--- config.mk ---
export PLATFORM = sky130hd
export DESIGN_NAME = qdd_fifo
export DESIGN_NICKNAME = d
export VERILOG_FILES = /design/src/sv/qdd_pkg.sv /design/src/sv/qdd_fifo.sv
export VERILOG_INCLUDE_DIRS = /design/src /design/src/sv
export SDC_FILE = /design/constraint.sdc
export NUM_CORES = 1
export LEC_CHECK = 0
export BUFFER_PORTS_ARGS = -buffer_cell sky130_fd_sc_hd__clkbuf_2
export CORE_MARGIN = 3
export CORE_UTILIZATION = 57
export DETAILED_ROUTE_END_ITERATION = 8
export GPL_TIMING_DRIVEN = 0
export PLACE_DENSITY = 0.79
export SLEW_MARGIN = 15
export SYNTH_ARGS = -nofsm -noshare
export SYNTH_HDL_FRONTEND = slang
export SYNTH_SLANG_ARGS = --single-unit
--- constraint.sdc ---
create_clock -name clk_i -period 3.6 [get_ports clk_i]
set_input_delay 0.36 -clock clk_i [delete_from_list [all_inputs] [get_ports clk_i]]
set_output_delay 0.36 -clock clk_i [all_outputs]
set_load 0.02 [all_outputs]
--- src/sv/quant_block_dequant_dot_unit_defines.svh ---
// Assertion macros shared by the dequantize/dot unit.
`ifndef QUANT_BLOCK_DEQUANT_DOT_UNIT_DEFINES_SVH
`define QUANT_BLOCK_DEQUANT_DOT_UNIT_DEFINES_SVH

// Same-cycle implication, checked on clk_i, off while rst_ni is low.
`define QDD_ASSERT_IMP(lbl, ante, cons, msg) \
  lbl: assert property (@(posedge clk_i) disable iff (!rst_ni) (ante) |-> (cons)) \
    else $error(msg);

// Next-cycle implication, checked on clk_i, off while rst_ni is low.
`define QDD_ASSERT_NXT(lbl, ante, cons, msg) \
  lbl: assert property (@(posedge clk_i) disable iff (!rst_ni) (ante) |=> (cons)) \
    else $error(msg);

`endif

--- src/sv/qdd_pkg.sv ---
// Types, constants and float helpers of the dequantize/dot unit.
`timescale 1ns / 1ps
package qdd_pkg;

  // Activation store depth, a power of two.
  localparam int MaxCols    = 4096;
  localparam int ColW       = $clog2(MaxCols);
  localparam int QueueDepth = 4;

  localparam logic       ActStore     = 1'b0;
  localparam logic [7:0] CfgQuantType = 8'd0;
  localparam logic [7:0] CfgMode      = 8'd1;
  localparam logic [7:0] CfgBlocks    = 8'd2;
  localparam logic [7:0] CfgFormat    = 8'd3;
  localparam logic [1:0] FmtFp16      = 2'd1;
  localparam logic [1:0] FmtBf16      = 2'd2;

  typedef enum logic [1:0] {OP_ACT, OP_WEIGHT, OP_SUM} op_kind_e;
  typedef enum logic [1:0] {SP_NUM, SP_NAN, SP_INF} spec_e;

  typedef struct packed {
    op_kind_e         kind;
    logic [ColW-1:0]  col;
    logic [31:0]      data;
    logic [7:0]       q;
    logic [15:0]      scale;
    logic             emit;
    logic             last;
    logic             rowend;
  } op_t;

  // Unrounded float: leading one of man at bit 47 means biased exponent exp.
  typedef struct packed {
    logic               sgn;
    logic signed [12:0] exp;
    logic [47:0]        man;
    spec_e              spec;
  } pre_t;

  function automatic logic [31:0] half_to_f32(logic [15:0] h);
    logic [3:0]  p;
    logic [22:0] frac;
    logic [31:0] r;
    p = '0;
    if (h[14:10] == 5'd0) begin
      for (int i = 0; i < 10; i++) if (h[i]) p = 4'(i);
      frac = {13'b0, h[9:0]} << (5'd23 - 5'(p));
      r = (h[9:0] == 10'd0) ? {h[15], 31'b0} : {h[15], 8'(p) + 8'd103, frac};
    end else if (h[14:10] == 5'h1F) begin
      r = {h[15], 8'hFF, h[9:0], 13'b0};
    end else begin
      r = {h[15], 8'(h[14:10]) + 8'd112, h[9:0], 13'b0};
    end
    return r;
  endfunction

  function automatic logic [31:0] i8_to_f32(logic [7:0] q);
    logic [7:0]  mag;
    logic [2:0]  p;
    logic [22:0] frac;
    mag = q[7] ? 8'(-q) : q;
    p = '0;
    for (int i = 0; i < 8; i++) if (mag[i]) p = 3'(i);
    frac = {15'b0, mag} << (5'd23 - 5'(p));
    return (mag == 8'd0) ? 32'd0 : {q[7], 8'd127 + 8'(p), frac};
  endfunction

  function automatic logic [31:0] decode_act(logic [31:0] bits, logic [1:0] fmt);
    logic [31:0] r;
    case (fmt)
      FmtFp16: r = half_to_f32(bits[15:0]);
      FmtBf16: r = {bits[15:0], 16'b0};
      default: r = bits;
    endcase
    return r;
  endfunction

  function automatic pre_t fp_mul_pre(logic [31:0] a, logic [31:0] b);
    logic [7:0]  ea, eb;
    logic        na, nb, ia, ib, za, zb;
    pre_t        r;
    ea = (a[30:23] == 8'd0) ? 8'd1 : a[30:23];
    eb = (b[30:23] == 8'd0) ? 8'd1 : b[30:23];
    na = (a[30:23] == 8'hFF) && (a[22:0] != 23'd0);
    nb = (b[30:23] == 8'hFF) && (b[22:0] != 23'd0);
    ia = (a[30:23] == 8'hFF) && (a[22:0] == 23'd0);
    ib = (b[30:23] == 8'hFF) && (b[22:0] == 23'd0);
    za = a[30:0] == 31'd0;
    zb = b[30:0] == 31'd0;
    r.sgn = a[31] ^ b[31];
    r.man = {24'b0, (a[30:23] != 8'd0), a[22:0]} * {24'b0, (b[30:23] != 8'd0), b[22:0]};
    r.exp = $signed({5'b0, ea}) + $signed({5'b0, eb}) - 13'sd126;
    if (na || nb || (ia && zb) || (ib && za)) r.spec = SP_NAN;
    else if (ia || ib)                        r.spec = SP_INF;
    else                                      r.spec = SP_NUM;
    return r;
  endfunction

  function automatic pre_t fp_add_pre(logic [31:0] a, logic [31:0] b);
    logic [31:0] x, y;
    logic [7:0]  ex, ey, d;
    logic [47:0] big, sf, sm;
    logic        st, nx, ny, ix, iy;
    pre_t        r;
    if (a[30:0] < b[30:0]) begin
      x = b; y = a;
    end else begin
      x = a; y = b;
    end
    ex  = (x[30:23] == 8'd0) ? 8'd1 : x[30:23];
    ey  = (y[30:23] == 8'd0) ? 8'd1 : y[30:23];
    d   = ex - ey;
    big = {1'b0, (x[30:23] != 8'd0), x[22:0], 23'b0};
    sf  = {1'b0, (y[30:23] != 8'd0), y[22:0], 23'b0};
    if (d >= 8'd48) begin
      sm = '0;
      st = |sf;
    end else begin
      sm = sf >> d;
      st = |(sf << (8'd48 - d));
    end
    sm[0] = sm[0] | st;
    r.man = (x[31] == y[31]) ? big + sm : big - sm;
    r.exp = $signed({5'b0, ex}) + 13'sd1;
    r.sgn = (r.man == 48'd0) ? (x[31] & y[31]) : x[31];
    nx = (x[30:23] == 8'hFF) && (x[22:0] != 23'd0);
    ny = (y[30:23] == 8'hFF) && (y[22:0] != 23'd0);
    ix = (x[30:23] == 8'hFF) && (x[22:0] == 23'd0);
    iy = (y[30:23] == 8'hFF) && (y[22:0] == 23'd0);
    if (nx || ny || (ix && iy && (x[31] != y[31]))) r.spec = SP_NAN;
    else if (ix)                                    r.spec = SP_INF;
    else                                            r.spec = SP_NUM;
    return r;
  endfunction

  // Bring the leading one to bit 47.
  function automatic pre_t fp_norm(pre_t p);
    logic [5:0] lz;
    pre_t       r;
    lz = '0;
    for (int i = 0; i < 48; i++) if (p.man[i]) lz = 6'(47 - i);
    r      = p;
    r.man  = p.man << lz;
    r.exp  = p.exp - $signed({7'b0, lz});
    return r;
  endfunction

  // Round to nearest even, with gradual underflow and overflow to infinity.
  // An exact zero wins over the exponent, which may sit high after cancellation.
  function automatic logic [31:0] fp_round(pre_t p);
    logic signed [12:0] sh;
    logic [47:0]        ms;
    logic               st, g;
    logic [7:0]         er;
    logic [23:0]        mant;
    logic [24:0]        rnd;
    logic [31:0]        pk, r;
    ms = p.man; st = 1'b0; er = 8'd0; sh = '0;
    if (p.exp <= 13'sd0) begin
      sh = 13'sd1 - p.exp;
      if (sh >= 13'sd48) begin
        ms = '0;
        st = |p.man;
      end else begin
        ms = p.man >> sh[5:0];
        st = |(p.man << (6'd48 - sh[5:0]));
      end
    end else begin
      er = p.exp[7:0];
    end
    mant = ms[47:24];
    g    = ms[23];
    st   = st | (|ms[22:0]);
    rnd  = {1'b0, mant} + 25'(g & (st | mant[0]));
    pk   = (er == 8'd0) ? 32'(rnd) : {1'b0, er - 8'd1, 23'b0} + 32'(rnd);
    if (p.spec == SP_NAN)           r = 32'h7FC0_0000;
    else if (p.spec == SP_INF)      r = {p.sgn, 8'hFF, 23'b0};
    else if (p.man == 48'd0)        r = {p.sgn, 31'b0};
    else if (p.exp >= 13'sd255)     r = {p.sgn, 8'hFF, 23'b0};
    else                            r = {p.sgn, pk[30:0]};
    return r;
  endfunction

  function automatic logic [15:0] f32_to_half(logic [31:0] u);
    logic [30:0] a;
    logic [7:0]  e;
    logic [23:0] m, rem, hw;
    logic [4:0]  sh;
    logic [15:0] r;
    logic [15:0] res;
    a = u[30:0];
    e = a[30:23];
    m = {1'b1, a[22:0]};
    sh = 5'(8'd126 - e);
    r = '0; rem = '0; hw = '0;
    if (a > 31'h7F80_0000) begin
      res = 16'h7E00;
    end else if (a >= 31'h477F_F000) begin
      res = {u[31], 15'h7C00};
    end else if (a < 31'h3880_0000) begin
      if (e < 8'd102) begin
        res = {u[31], 15'b0};
      end else begin
        r   = 16'(m >> sh);
        rem = m & ((24'd1 << sh) - 24'd1);
        hw  = 24'd1 << (sh - 5'd1);
        if (rem > hw || (rem == hw && r[0])) r = r + 16'd1;
        res = {u[31], r[14:0]};
      end
    end else begin
      r   = {1'b0, 5'(e - 8'd112), a[22:13]};
      rem = {11'b0, a[12:0]};
      if (rem > 24'h1000 || (rem == 24'h1000 && r[0])) r = r + 16'd1;
      res = {u[31], r[14:0]};
    end
    return res;
  endfunction

  function automatic logic [15:0] f32_to_bf16(logic [31:0] u);
    logic [32:0] t;
    t = {1'b0, u} + 33'h7FFF + 33'(u[16]);
    return (u[30:0] > 31'h7F80_0000) ? 16'h7FC0 : t[31:16];
  endfunction

  function automatic logic [31:0] encode_value(logic [31:0] u, logic [1:0] fmt);
    logic [31:0] r;
    case (fmt)
      FmtFp16: r = {16'b0, f32_to_half(u)};
      FmtBf16: r = {16'b0, f32_to_bf16(u)};
      default: r = (u[30:0] > 31'h7F80_0000) ? 32'h7FC0_0000 : u;
    endcase
    return r;
  endfunction

endpackage

--- src/sv/qdd_fifo.sv ---
// Short operation queue between the byte parser and the float engine.
`timescale 1ns / 1ps
`include "quant_block_dequant_dot_unit_defines.svh"
module qdd_fifo
  import qdd_pkg::*;
(
  input  logic clk_i,
  input  logic rst_ni,
  input  logic push_i,
  input  op_t  op_i,
  output logic full_o,
  input  logic pop_i,
  output op_t  op_o,
  output logic empty_o
);

  localparam int PtrW = $clog2(QueueDepth);

  op_t             buf_q [QueueDepth];
  logic [PtrW-1:0] wr_q, rd_q;
  logic [PtrW:0]   cnt_q;

  assign full_o  = cnt_q == (PtrW + 1)'(QueueDepth);
  assign empty_o = cnt_q == '0;
  assign op_o    = buf_q[rd_q];

  always_ff @(posedge clk_i) begin
    if (push_i) buf_q[wr_q] <= op_i;
  end

  always_ff @(posedge clk_i or negedge rst_ni) begin
    if (!rst_ni) begin
      wr_q  <= '0;
      rd_q  <= '0;
      cnt_q <= '0;
    end else begin
      if (push_i) wr_q <= wr_q + 1'b1;
      if (pop_i)  rd_q <= rd_q + 1'b1;
      if (push_i && !pop_i)      cnt_q <= cnt_q + 1'b1;
      else if (pop_i && !push_i) cnt_q <= cnt_q - 1'b1;
    end
  end

  `QDD_ASSERT_IMP(a_no_overflow, push_i, !full_o, "push into full queue")
  `QDD_ASSERT_IMP(a_no_underflow, pop_i, !empty_o, "pop from empty queue")
  `QDD_ASSERT_NXT(a_push_fills, push_i && !pop_i, !empty_o, "queue empty after push")

endmodule

==> impl_metrics.csv <==
group,metric,value,unit
global_route,grt_max_degree,43,
synthesis,yosys.cell_count.top_type,"edfxtp_1",
worst_setup_path,crit_chain,"buf_6 > buf_6 > mux4_2 > clkbuf_2",
worst_setup_path,timing.critical_path.buf_inv,3,
timing,tightest_slew,0.654,ns
synthesis,synth_top_cell_area_share,80.3,%
synthesis,ys_seq_elements,299,
drt,detail_route.wirelength,18800,microns
synthesis,ys_top_cells_by_count,"edfxtp_1, mux4_2, buf_2, dfrtp_1, buf_6",
timing,final_max_slew_viol_count,0,
cts,ctsResizeCount,0,
cts,cts_sinks,299,
timing,slew-limit-headroom,56.4,%
timing,final_hold_viol_count,0,
synthesis,ys_dominant_reg_cell,"edfxtp_1",
place,port_buffers,151,
synthesis,synth.net_count,498,
outcome,status,"complete, no violations",
synthesis,ys.warnings.count,0,
place,dpl-instance-area,0.0121,sq mm
worst_setup_path,critPathMaxFanout,10,
die,top_level_ports,152,
drt,post_drt_via_cell_ratio,5.70,
cts,post_cts.repair.setup_buffers,0,
run,maxCapViolCount,0,
cells_and_area,filler_cell_count,1144,
power_and_ir_drop,power_density,854,mW/mm^2
cts,cts.htree.levels,1,
drt,drtIter0Drc,260,
synthesis,post_synth.cell_area_avg,26.3,sq um
die,core.rowCount,50,
worst_setup_path,cp_peak_stage_delay,0.53,ns
worst_setup_path,critPathTopFamily,"buffers and inverters",
synthesis,syn-cell-area,0.0109,sq mm
die,die_h,144,microns
synthesis,post_synth_main_area_contributors,"edfxtp_1, mux4_2, dfrtp_1",
cells_and_area,utilization,69.4,%
cells_and_area,num_antenna_cells,0,
drt,detail_route.wl_per_cell,21.8,microns
cells_and_area,layout-drive-gt1-share,46.2,%
place,globalplace.congestion,0.731,
synthesis,edff_count_synth,292,
global_route,globalRoute.totalOverflow,0,
synthesis,synth-seq-area-share,81.9,%
synthesis,synthArstFlopShare,2.34,%
cts,cts_made_buffers,29,
cts,path_clk_slew,0.06,ns
worst_setup_path,cp.arrival,2.08,ns
timing,setup_violation_total_in_the_final_timing_report,0,
power_and_ir_drop,total_leakage_power,0.00455,uW
die,initial_core_utilization,58.2,%
timing,worst_clock_skew,0.0204,ns
cells_and_area,final_net_count,685,
worst_setup_path,cp_common_cell,"buf_6",
cts,clockRootBuffer,"clkbuf_16",
synthesis,synthesis.instances,415,
synthesis,synthDominantAreaCellType,"edfxtp_1",
worst_setup_path,start_to_end_type_of_the_worst_setup_path,"reg -> out",
drt,via_count,4897,
global_route,grt_pass1_wl,29100,microns
global_route,grt_pass1_vias,5280,
timing,unrepaired_setup_endpoints_after_global_routing,"no",
worst_setup_path,slowest_stage_cell_cp,"mux4_2",
cts,tritoncts,"done",
drt,detailedRoute.firstPassIterationCount,4,
drt,antenna_left,0,
cells_and_area,area_overhead_of_the_layout_relative_to_synthesis,19.3,%
global_route,grtUsageTotal,18.4,%
cells_and_area,multiInputGateArea,0.00185,sq mm
die,die_w,144,microns
cts,max-clock-path-buffers,3,
hold_path,min_path_type,"in -> reg",
die,fp.coreArea,0.0188,sq mm
timing,timing.fmax,411,MHz
cts,worstSkewPairLatency,0.54,ns
timing,min_period_over_period,67.6,%
die,die_area,0.0209,sq mm
place,dp.final_hpwl,11600,microns
synthesis,count_of_different_cell_masters_after_synthesis,19,
drt,route.detailed.drc,0,
worst_setup_path,worst-endpoint-required,3.24,ns
global_route,antenna_found_initial,0,
cells_and_area,final_cell_area,0.0130,sq mm
timing,final.hold.worst_slack,0.0322,ns
power_and_ir_drop,vdd.ir_drop.worst,0.671,mV
timing,final.min_clock_period,2.44,ns
cells_and_area,seq_area,0.00894,sq mm
worst_setup_path,setup_crit_end_kind,"output pin",
worst_setup_path,critical_path.startpoint_type,"flip-flop",
## sequential cells by signal, summed over array words and instances (netlist names)
register	cells
buf_q	292
cnt_q	3
rd_q	2
wr_q	2
## cell usage in the layout (no fill, tap or decap), types with 2 or more instances in the layout
cell and instances:
buf_2 7, inv_1 4, clkinv_2 6, buf_6 6, nand2_1 2, edfxtp_1 292, dfrtp_1 7, xor2_1 4
bufinv_16 3, clkinv_1 5, clkbuf_16 29, ha_1 5, buf_4 2, clkbuf_1 9, xnor2_1 2, clkbuf_2 151
and2_4 4, buf_16 4, mux4_2 73
## where the power goes
| part | switching (uW) | leakage [uW] | internal (uW) |
|---|---|---|---|
| sequential | 160 | 0.00276 | 4550 |
| combinational | 2070 | 0.00134 | 1460 |
| clock | 1190 | 0.000452 | 1700 |
## per-stage QoR
step	worst slack (ns)	power, uW	std cells	TNS [ns]
floorplan	0.839	7230	415	0
global placement	-0.372	8280	800	-100.26
detailed placement	1.69	8380	804	0
CTS	1.09	11300	859	0
global route	1.04	11700	859	0
finish	1.16	11100	859	0
## timing repair
item	CTS	global route
endpoints found under the hold margin	7	0
endpoints found under the setup margin	0	0
hold buffers	1	0
## cell families after synthesis
logic type,Yosys count,share of synthesized area (%)
adders and majority gates,6,0.756
and+or+nand+nor,9,0.447
AOI/OAI and AO/OA,1,0.0458
DFF,299,81.9
buffers and inverters,20,1.25
muxes,74,15.2
xor gates and xnor gates,6,0.481
## routing by layer
layer | share of wire (%) | track usage, %
met1 | 40 | 24.5
met2 | 52 | 30.9
met3 | 5.8 | 4.23
met4 | 2.5 | 5.30
met5 | 0 | 0
## path summary, 6_finish.rpt
path | start | to | slack [ns] | depth (start not counted)
setup / recovery | rd_q[0] | op_o[15] | 1.16 | 4
hold / removal | op_i[61] | buf_q[0][61] | 0.03 | 1
setup reg to reg | wr_q[0] | buf_q[0][16] | 1.72 | 4
hold reg to reg | cnt_q[2] | cnt_q[2] | 0.50 | 1
max in group asynchronous | rst_ni | wr_q[1] | 3.23 | 2
min in group asynchronous | rst_ni | cnt_q[2] | 0.20 | 2
## area by class of cell
cell class	count	area share, %
buffer	16	0.931
clock buffer	37	5.80
clock inverter	17	1.32
inverter	4	0.115
multi-input combinational	96	14.2
sequential	299	68.6
tap	234	2.25
timing repair buffer	156	6.72
(Power assumes the default switching activity.)
