$ cat src/sv/quant_block_dequant_dot_unit_defines.svh
// Assertion macros shared by the dequantize/dot unit.
`ifndef QUANT_BLOCK_DEQUANT_DOT_UNIT_DEFINES_SVH
`define QUANT_BLOCK_DEQUANT_DOT_UNIT_DEFINES_SVH

// Same-cycle implication, checked on clk_i, off while rst_ni is low.
`define QDD_ASSERT_IMP(lbl, ante, cons, msg) \
  lbl: assert property (@(posedge clk_i) disable iff (!rst_ni) (ante) |-> (cons)) \
    else $error(msg);

// Next-cycle implication, checked on clk_i, off while rst_ni is low.
`define QDD_ASSERT_NXT(lbl, ante, cons, msg) \
  lbl: assert property (@(posedge clk_i) disable iff (!rst_ni) (ante) |=> (cons)) \
    else $error(msg);

`endif

$ cat src/sv/qdd_pkg.sv
// Types, constants and float helpers of the dequantize/dot unit.
`timescale 1ns / 1ps
package qdd_pkg;

  // Activation store depth, a power of two.
  localparam int MaxCols    = 4096;
  localparam int ColW       = $clog2(MaxCols);
  localparam int QueueDepth = 4;

  localparam logic       ActStore     = 1'b0;
  localparam logic [7:0] CfgQuantType = 8'd0;
  localparam logic [7:0] CfgMode      = 8'd1;
  localparam logic [7:0] CfgBlocks    = 8'd2;
  localparam logic [7:0] CfgFormat    = 8'd3;
  localparam logic [1:0] FmtFp16      = 2'd1;
  localparam logic [1:0] FmtBf16      = 2'd2;

  typedef enum logic [1:0] {OP_ACT, OP_WEIGHT, OP_SUM} op_kind_e;
  typedef enum logic [1:0] {SP_NUM, SP_NAN, SP_INF} spec_e;

  typedef struct packed {
    op_kind_e         kind;
    logic [ColW-1:0]  col;
    logic [31:0]      data;
    logic [7:0]       q;
    logic [15:0]      scale;
    logic             emit;
    logic             last;
    logic             rowend;
  } op_t;

  // Unrounded float: leading one of man at bit 47 means biased exponent exp.
  typedef struct packed {
    logic               sgn;
    logic signed [12:0] exp;
    logic [47:0]        man;
    spec_e              spec;
  } pre_t;

  function automatic logic [31:0] half_to_f32(logic [15:0] h);
    logic [3:0]  p;
    logic [22:0] frac;
    logic [31:0] r;
    p = '0;
    if (h[14:10] == 5'd0) begin
      for (int i = 0; i < 10; i++) if (h[i]) p = 4'(i);
      frac = {13'b0, h[9:0]} << (5'd23 - 5'(p));
      r = (h[9:0] == 10'd0) ? {h[15], 31'b0} : {h[15], 8'(p) + 8'd103, frac};
    end else if (h[14:10] == 5'h1F) begin
      r = {h[15], 8'hFF, h[9:0], 13'b0};
    end else begin
      r = {h[15], 8'(h[14:10]) + 8'd112, h[9:0], 13'b0};
    end
    return r;
  endfunction

  function automatic logic [31:0] i8_to_f32(logic [7:0] q);
    logic [7:0]  mag;
    logic [2:0]  p;
    logic [22:0] frac;
    mag = q[7] ? 8'(-q) : q;
    p = '0;
    for (int i = 0; i < 8; i++) if (mag[i]) p = 3'(i);
    frac = {15'b0, mag} << (5'd23 - 5'(p));
    return (mag == 8'd0) ? 32'd0 : {q[7], 8'd127 + 8'(p), frac};
  endfunction

  function automatic logic [31:0] decode_act(logic [31:0] bits, logic [1:0] fmt);
    logic [31:0] r;
    case (fmt)
      FmtFp16: r = half_to_f32(bits[15:0]);
      FmtBf16: r = {bits[15:0], 16'b0};
      default: r = bits;
    endcase
    return r;
  endfunction

  function automatic pre_t fp_mul_pre(logic [31:0] a, logic [31:0] b);
    logic [7:0]  ea, eb;
    logic        na, nb, ia, ib, za, zb;
    pre_t        r;
    ea = (a[30:23] == 8'd0) ? 8'd1 : a[30:23];
    eb = (b[30:23] == 8'd0) ? 8'd1 : b[30:23];
    na = (a[30:23] == 8'hFF) && (a[22:0] != 23'd0);
    nb = (b[30:23] == 8'hFF) && (b[22:0] != 23'd0);
    ia = (a[30:23] == 8'hFF) && (a[22:0] == 23'd0);
    ib = (b[30:23] == 8'hFF) && (b[22:0] == 23'd0);
    za = a[30:0] == 31'd0;
    zb = b[30:0] == 31'd0;
    r.sgn = a[31] ^ b[31];
    r.man = {24'b0, (a[30:23] != 8'd0), a[22:0]} * {24'b0, (b[30:23] != 8'd0), b[22:0]};
    r.exp = $signed({5'b0, ea}) + $signed({5'b0, eb}) - 13'sd126;
    if (na || nb || (ia && zb) || (ib && za)) r.spec = SP_NAN;
    else if (ia || ib)                        r.spec = SP_INF;
    else                                      r.spec = SP_NUM;
    return r;
  endfunction

  function automatic pre_t fp_add_pre(logic [31:0] a, logic [31:0] b);
    logic [31:0] x, y;
    logic [7:0]  ex, ey, d;
    logic [47:0] big, sf, sm;
    logic        st, nx, ny, ix, iy;
    pre_t        r;
    if (a[30:0] < b[30:0]) begin
      x = b; y = a;
    end else begin
      x = a; y = b;
    end
    ex  = (x[30:23] == 8'd0) ? 8'd1 : x[30:23];
    ey  = (y[30:23] == 8'd0) ? 8'd1 : y[30:23];
    d   = ex - ey;
    big = {1'b0, (x[30:23] != 8'd0), x[22:0], 23'b0};
    sf  = {1'b0, (y[30:23] != 8'd0), y[22:0], 23'b0};
    if (d >= 8'd48) begin
      sm = '0;
      st = |sf;
    end else begin
      sm = sf >> d;
      st = |(sf << (8'd48 - d));
    end
    sm[0] = sm[0] | st;
    r.man = (x[31] == y[31]) ? big + sm : big - sm;
    r.exp = $signed({5'b0, ex}) + 13'sd1;
    r.sgn = (r.man == 48'd0) ? (x[31] & y[31]) : x[31];
    nx = (x[30:23] == 8'hFF) && (x[22:0] != 23'd0);
    ny = (y[30:23] == 8'hFF) && (y[22:0] != 23'd0);
    ix = (x[30:23] == 8'hFF) && (x[22:0] == 23'd0);
    iy = (y[30:23] == 8'hFF) && (y[22:0] == 23'd0);
    if (nx || ny || (ix && iy && (x[31] != y[31]))) r.spec = SP_NAN;
    else if (ix)                                    r.spec = SP_INF;
    else                                            r.spec = SP_NUM;
    return r;
  endfunction

  // Bring the leading one to bit 47.
  function automatic pre_t fp_norm(pre_t p);
    logic [5:0] lz;
    pre_t       r;
    lz = '0;
    for (int i = 0; i < 48; i++) if (p.man[i]) lz = 6'(47 - i);
    r      = p;
    r.man  = p.man << lz;
    r.exp  = p.exp - $signed({7'b0, lz});
    return r;
  endfunction

  // Round to nearest even, with gradual underflow and overflow to infinity.
  // An exact zero wins over the exponent, which may sit high after cancellation.
  function automatic logic [31:0] fp_round(pre_t p);
    logic signed [12:0] sh;
    logic [47:0]        ms;
    logic               st, g;
    logic [7:0]         er;
    logic [23:0]        mant;
    logic [24:0]        rnd;
    logic [31:0]        pk, r;
    ms = p.man; st = 1'b0; er = 8'd0; sh = '0;
    if (p.exp <= 13'sd0) begin
      sh = 13'sd1 - p.exp;
      if (sh >= 13'sd48) begin
        ms = '0;
        st = |p.man;
      end else begin
        ms = p.man >> sh[5:0];
        st = |(p.man << (6'd48 - sh[5:0]));
      end
    end else begin
      er = p.exp[7:0];
    end
    mant = ms[47:24];
    g    = ms[23];
    st   = st | (|ms[22:0]);
    rnd  = {1'b0, mant} + 25'(g & (st | mant[0]));
    pk   = (er == 8'd0) ? 32'(rnd) : {1'b0, er - 8'd1, 23'b0} + 32'(rnd);
    if (p.spec == SP_NAN)           r = 32'h7FC0_0000;
    else if (p.spec == SP_INF)      r = {p.sgn, 8'hFF, 23'b0};
    else if (p.man == 48'd0)        r = {p.sgn, 31'b0};
    else if (p.exp >= 13'sd255)     r = {p.sgn, 8'hFF, 23'b0};
    else                            r = {p.sgn, pk[30:0]};
    return r;
  endfunction

  function automatic logic [15:0] f32_to_half(logic [31:0] u);
    logic [30:0] a;
    logic [7:0]  e;
    logic [23:0] m, rem, hw;
    logic [4:0]  sh;
    logic [15:0] r;
    logic [15:0] res;
    a = u[30:0];
    e = a[30:23];
    m = {1'b1, a[22:0]};
    sh = 5'(8'd126 - e);
    r = '0; rem = '0; hw = '0;
    if (a > 31'h7F80_0000) begin
      res = 16'h7E00;
    end else if (a >= 31'h477F_F000) begin
      res = {u[31], 15'h7C00};
    end else if (a < 31'h3880_0000) begin
      if (e < 8'd102) begin
        res = {u[31], 15'b0};
      end else begin
        r   = 16'(m >> sh);
        rem = m & ((24'd1 << sh) - 24'd1);
        hw  = 24'd1 << (sh - 5'd1);
        if (rem > hw || (rem == hw && r[0])) r = r + 16'd1;
        res = {u[31], r[14:0]};
      end
    end else begin
      r   = {1'b0, 5'(e - 8'd112), a[22:13]};
      rem = {11'b0, a[12:0]};
      if (rem > 24'h1000 || (rem == 24'h1000 && r[0])) r = r + 16'd1;
      res = {u[31], r[14:0]};
    end
    return res;
  endfunction

  function automatic logic [15:0] f32_to_bf16(logic [31:0] u);
    logic [32:0] t;
    t = {1'b0, u} + 33'h7FFF + 33'(u[16]);
    return (u[30:0] > 31'h7F80_0000) ? 16'h7FC0 : t[31:16];
  endfunction

  function automatic logic [31:0] encode_value(logic [31:0] u, logic [1:0] fmt);
    logic [31:0] r;
    case (fmt)
      FmtFp16: r = {16'b0, f32_to_half(u)};
      FmtBf16: r = {16'b0, f32_to_bf16(u)};
      default: r = (u[30:0] > 31'h7F80_0000) ? 32'h7FC0_0000 : u;
    endcase
    return r;
  endfunction

endpackage

$ cat src/sv/qdd_front.sv
// Byte parser: tracks block layout, holds the scale and nibbles, issues ops.
`timescale 1ns / 1ps
module qdd_front
  import qdd_pkg::*;
(
  input  logic        clk_i,
  input  logic        rst_ni,
  input  logic        valid_i,
  output logic        ready_o,
  input  logic        action_i,
  input  logic [11:0] column_i,
  input  logic [31:0] act_bits_i,
  input  logic [7:0]  weight_byte_i,
  input  logic        quant_type_i,
  input  logic        mode_i,
  input  logic [7:0]  row_blocks_i,
  input  logic        restart_i,
  input  logic        full_i,
  output logic        push_o,
  output op_t         op_o
);

  typedef enum logic [1:0] {F_IDLE, F_HIGH, F_SUM} fstate_e;

  fstate_e     st_q;
  logic [5:0]  pos_q;
  logic [6:0]  bc_q, hb_q;
  logic [15:0] scale_q;
  logic [3:0]  k_q;
  logic        rowend_q;
  logic [7:0]  nib_q [16];

  logic       take, blk_end, row_end_now;
  logic [5:0] pm2;

  assign ready_o     = (st_q == F_IDLE) && !full_i;
  assign take        = valid_i && ready_o;
  assign blk_end     = pos_q == (quant_type_i ? 6'd33 : 6'd17);
  assign row_end_now = blk_end && (({1'b0, bc_q} + 8'd1) >= row_blocks_i);
  assign pm2         = pos_q - 6'd2;

  always_comb begin
    push_o       = 1'b0;
    op_o         = '0;
    op_o.kind    = OP_WEIGHT;
    op_o.scale   = scale_q;
    op_o.emit    = mode_i;
    case (st_q)
      F_IDLE: begin
        if (take && action_i == ActStore) begin
          push_o    = 1'b1;
          op_o.kind = OP_ACT;
          op_o.col  = ColW'(column_i);
          op_o.data = act_bits_i;
        end else if (take && pos_q >= 6'd2) begin
          push_o = 1'b1;
          if (quant_type_i) begin
            op_o.q   = weight_byte_i;
            op_o.col = ColW'({bc_q, pm2[4:0]});
          end else begin
            op_o.q   = 8'(weight_byte_i[3:0]) - 8'd8;
            op_o.col = ColW'({bc_q, 1'b0, pm2[3:0]});
          end
          // A four-bit block's last byte still owes its high nibbles.
          if (quant_type_i || !blk_end) begin
            op_o.last   = mode_i;
            op_o.rowend = mode_i && row_end_now;
          end
        end
      end
      F_HIGH: begin
        push_o   = !full_i;
        op_o.q   = 8'(nib_q[k_q][7:4]) - 8'd8;
        op_o.col = ColW'({hb_q, 1'b1, k_q});
        if (k_q == 4'd15) begin
          op_o.last   = mode_i;
          op_o.rowend = mode_i && rowend_q;
        end
      end
      F_SUM: begin
        push_o      = !full_i;
        op_o.kind   = OP_SUM;
        op_o.last   = 1'b1;
        op_o.rowend = 1'b1;
      end
      default: push_o = 1'b0;
    endcase
  end

  always_ff @(posedge clk_i) begin
    if (take && action_i != ActStore && !quant_type_i && pos_q >= 6'd2) begin
      nib_q[pm2[3:0]] <= weight_byte_i;
    end
  end

  always_ff @(posedge clk_i or negedge rst_ni) begin
    if (!rst_ni) begin
      st_q     <= F_IDLE;
      pos_q    <= '0;
      bc_q     <= '0;
      hb_q     <= '0;
      scale_q  <= '0;
      k_q      <= '0;
      rowend_q <= 1'b0;
    end else if (restart_i) begin
      st_q  <= F_IDLE;
      pos_q <= '0;
      bc_q  <= '0;
    end else begin
      case (st_q)
        F_IDLE: begin
          if (take && action_i != ActStore) begin
            if (pos_q == 6'd0) scale_q[7:0]  <= weight_byte_i;
            if (pos_q == 6'd1) scale_q[15:8] <= weight_byte_i;
            if (blk_end) begin
              pos_q <= '0;
              bc_q  <= row_end_now ? 7'd0 : bc_q + 7'd1;
              if (!quant_type_i) begin
                st_q     <= F_HIGH;
                k_q      <= '0;
                hb_q     <= bc_q;
                rowend_q <= row_end_now;
              end else if (row_end_now && !mode_i) begin
                st_q <= F_SUM;
              end
            end else begin
              pos_q <= pos_q + 6'd1;
            end
          end
        end
        F_HIGH: begin
          if (!full_i) begin
            if (k_q == 4'd15) st_q <= (rowend_q && !mode_i) ? F_SUM : F_IDLE;
            k_q <= k_q + 4'd1;
          end
        end
        F_SUM: begin
          if (!full_i) st_q <= F_IDLE;
        end
        default: st_q <= F_IDLE;
      endcase
    end
  end

endmodule

$ cat config.mk
export PLATFORM = sky130hd
export DESIGN_NAME = qdd_front
export DESIGN_NICKNAME = d
export VERILOG_FILES = /design/src/sv/quant_block_dequant_dot_unit_defines.svh /design/src/sv/qdd_pkg.sv /design/src/sv/qdd_front.sv
export SDC_FILE = /design/constraint.sdc
export NUM_CORES = 1
export LEC_CHECK = 0
export BUFFER_PORTS_ARGS = -buffer_cell sky130_fd_sc_hd__buf_2
export CORE_MARGIN = 3
export CORE_UTILIZATION = 48
export DETAILED_ROUTE_END_ITERATION = 10
export PLACE_DENSITY_LB_ADDON = 0.05
export SLEW_MARGIN = 0
export SYNTH_ARGS = -nofsm -noshare
export SYNTH_HDL_FRONTEND = slang
export SYNTH_SLANG_ARGS = --single-unit
$ cat constraint.sdc
create_clock -name clk_i -period 2.6 [get_ports clk_i]
set_clock_uncertainty 0.05 [all_clocks]
set_input_delay 0.13 -clock clk_i [delete_from_list [all_inputs] [get_ports clk_i]]
set_output_delay 0.13 -clock clk_i [all_outputs]
set_load 0.02 [all_outputs]
==> implementation parameters <==
Parameter                              Value

Synthesis
  Cell variety after synth    54
  Post-synth net total    546
  Number of warnings printed during yosys synthesis    0
  Main synth FF type    sky130_fd_sc_hd__edfxtp_1
  Synthesized flop and latch total    107
  EDFF count, synth    64
  Post-Syn Instances    458
  Proportion of synthesized chip area in sequential cells    53.7%
  Synth Area per Inst    12.2 µm²
  Post-synthesis cell area    5580 µm²
  Share of flip-flops with an asynchronous set or reset after synthesis    40.2%

Power and ir drop
  Static leakage power    3.16 nW
  Fraction of power spent switching nets    30.2%
  Total power consumption of the routed design    4.61 mW
  Internal    3.22 mW
  Worst voltage drop across the vdd grid    0.456 mV
  Total power divided by cell area    645 nW/µm²
  Power spent charging and discharging nets    1.39 mW
  Portion of total power attributed to sequential cells    43.4%
  Clock share of power    27.7%
  Proportion of power drawn by combinational gates    28.9%

Global routing
  Pin count of the biggest net entering global routing    45
  Number of global-route vias before repair    4304
  Aggregate global-route resource usage    22.6%
  First-pass GRT wire length    22.7 mm
  Total gr overflow    0
  Initial antenna violation count    0

Timing
  RSZ-0062 raised after global routing    yes
  Post-route worst hold slack    0.0323 ns
  Final setup violation count    3
  Fin. Hold Viols    0
  Count of final max-slew check failures    0
  Share of the clock period used by the worst path after layout    105%
  Final sum of negative setup slack    -0.147 ns
  Worst rel slew slack    33.7%
  Setup ws final    -0.133 ns
  F_max    0.366 GHz
  Slew at the pin with the worst max-slew slack    0.995 ns
  Shortest clock period the worst path allows after layout    2.73 ns

Setup path
  Logic depth of the worst register-to-register path    9
  Type of the setup path with the least slack    reg2out
  Cell-by-cell trace of the critical path    ha_4, buf_4, xor2_2, ha_1, a31oi_1, nor2b_1, o311ai_4, a211o_1, a21oi_4, buf_6
  Data arrival at the endpoint of the critical path    2.55 ns
  Critical path required time    2.42 ns
  Standard cell with the maximum stage delay on the critical path    sky130_fd_sc_hd__dfrtp_1
  Crit path largest cell delay    0.43 ns
  Critical Path Fanout Max    3
  Launching instance or port of the critical path    bc_q[0]
  Kind of capture point of the worst setup path    output pin
  Capturing point of the worst reg2reg path    st_q[0]
  Setup crit start kind    register
  R2R Path Start    bc_q[0]
  Reg2reg setup slack    0.07 ns

Drt
  Via count    4326
  Routed vias/inst    5.70
  # DRC    0
  Avg WL per Cell    19.0 µm
  DR iter-0 viols    229
  Count of antenna-violating nets left after detailed routing    0
  Total wirelength of the detailed-routed design    14.5 mm
  Detailed Routing Iterations Pass 1    5

Clocking
  Number of clock sinks seen by CTS    107
  # H-tree levels    3
  Number of buffers on the longest clock path    2
  TritonCTS clock tree    yes
  Reg clk slew, reported paths    0.07 ns
  Clock Tree Root    sky130_fd_sc_hd__clkbuf_16
  Worst skew pair latency    0.34 ns
  Number of CTS-inserted buffers    9

Layout
  Area occupied by registers    3000 µm²
  Post-synthesis to final-layout area growth    28.2%
  Final cell count without fillers    759
  Leading cell type in the layout, fill and taps excluded    sky130_fd_sc_hd__buf_2
  Commonest cells after routing, fill and taps aside    sky130_fd_sc_hd__buf_2, sky130_fd_sc_hd__edfxtp_1, sky130_fd_sc_hd__dfrtp_1, sky130_fd_sc_hd__and2_1, sky130_fd_sc_hd__nand2_1
  Fraction of the core area covered by cells at the end of the flow    64.6%
  # diodes    0
  Ratio of cells with drive above 1 in the final layout    42.3%
  Layout Cell Area excl Fill    7150 µm²
  Fillcell total    859
  Final nets    702
  Multi-input logic area    2520 µm²

Die
  Starting Density    50.4%
  Core area    11100 µm²
  Die boundary height    114 µm
  Top-Level Pins    143
  Die ar.    13000 µm²
  Number of rows created at floorplan    38
  Die width    114 µm

Outcome
  Failing checks    setup timing
  Result of the run    finished with violations

Hold path
  Startpoint of the lowest-slack hold path    weight_byte_i[2]
  Number of cells on the worst hold path    2
  Classification of the worst-slack hold path    in2reg
  Worst min-delay path endpoint    scale_q[2]

Place
  Buffers on Ports    142
  DPL Wire Length    10.2 mm
  Final RePlAce weighted congestion    0.821
  Standard cell area after detailed placement    6540 µm²
  Placed instance count    730
  Setup WS pre-CTS    0.0274 ns

Job
  Max-Cap Viols    0
[power groups by stage]
stage               registers, mW  clock network (mW)  logic [mW]
floorplan                    2.06                   0       0.714
global placement             2.03                   0        1.16
detailed placement           2.03                   0        1.18
CTS                          2.00                1.32        1.28
global route                 2.02                1.38        1.43
finish                       2.00                1.28        1.33
[cell type report]
class,instances,share of cell area (%)
tap,140,2.45
sequential,107,41.9
timing repair buffer,174,15.3
inverter,23,1.21
clock buffer,10,3.20
multi-input combinational,299,35.3
clock inverter,6,0.665
[cell usage after synthesis, drive strengths merged (12+ instances only)]
cell    number  area share (%)
a21oi       29             2.6
dfrtp       43              19
ha          20             4.5
mux4        20             8.1
nor2        30             2.0
mux2        23             4.6
clkbuf      22             1.5
nand2       31             2.1
edfxtp      64              34
o21ai       12             1.1
nand3       15             1.4
and2        32             3.6
inv         23             1.5
[critical path, delay by kind of cell (launching register included)]
| kind | cells | cell delay (ns) |
|---|---|---|
| AOI/OAI and AO/OA | 4 | 0.68 |
| adders and majority gates | 2 | 0.48 |
| DFF | 1 | 0.43 |
| buffers and inverters | 2 | 0.27 |
| and+or+nand+nor | 1 | 0.20 |
| xor gates and xnor gates | 1 | 0.14 |
[sequential cells by signal, summed over array words and instances (netlist names)]
signal,cells
bc_q,7
hb_q,7
k_q,4
nib_q,64
pos_q,6
rowend_q,1
scale_q,16
st_q,2
[worst max path at each step]
stage / to / cells past startpoint
after global placement: st_q[0] / 9
after CTS: op_o[0] / 10
after global routing: op_o[0] / 10
after detailed placement: st_q[0] / 10
final: op_o[0] / 10
after floorplan: op_o[0] / 10
[logic make-up (layout without fill, tap and decap cells)]
family,after synthesis,count (layout),share of synthesized area (%)
AOI/OAI and AO/OA,73,73,8.59
xor gates and xnor gates,8,8,1.26
adders and majority gates,20,20,4.49
buffers and inverters,52,213,3.77
DFF,107,107,53.7
muxes,44,44,12.9
and+or+nand+nor,154,154,15.3
[metal layers]
layer / track usage, % / share of wire [%] / vias up
met4: 4.43 / 1.1 / 0
met5: 0 / 0 / -
met3: 6.05 / 7.7 / 13
li1: - / - / 2005
met2: 37.0 / 50 / 176
met1: 30.7 / 41 / 2132
[what timing repair did]
action                     4_1_cts  5_1_grt
resized for setup               18       32
hold endpoints to repair        43        0
pin swaps                       10        5
setup endpoints to repair        7       91
hold buffers                     1        0
gates cloned                     2        0
buffers inserted                 5        5
(Power assumes the default switching activity.)
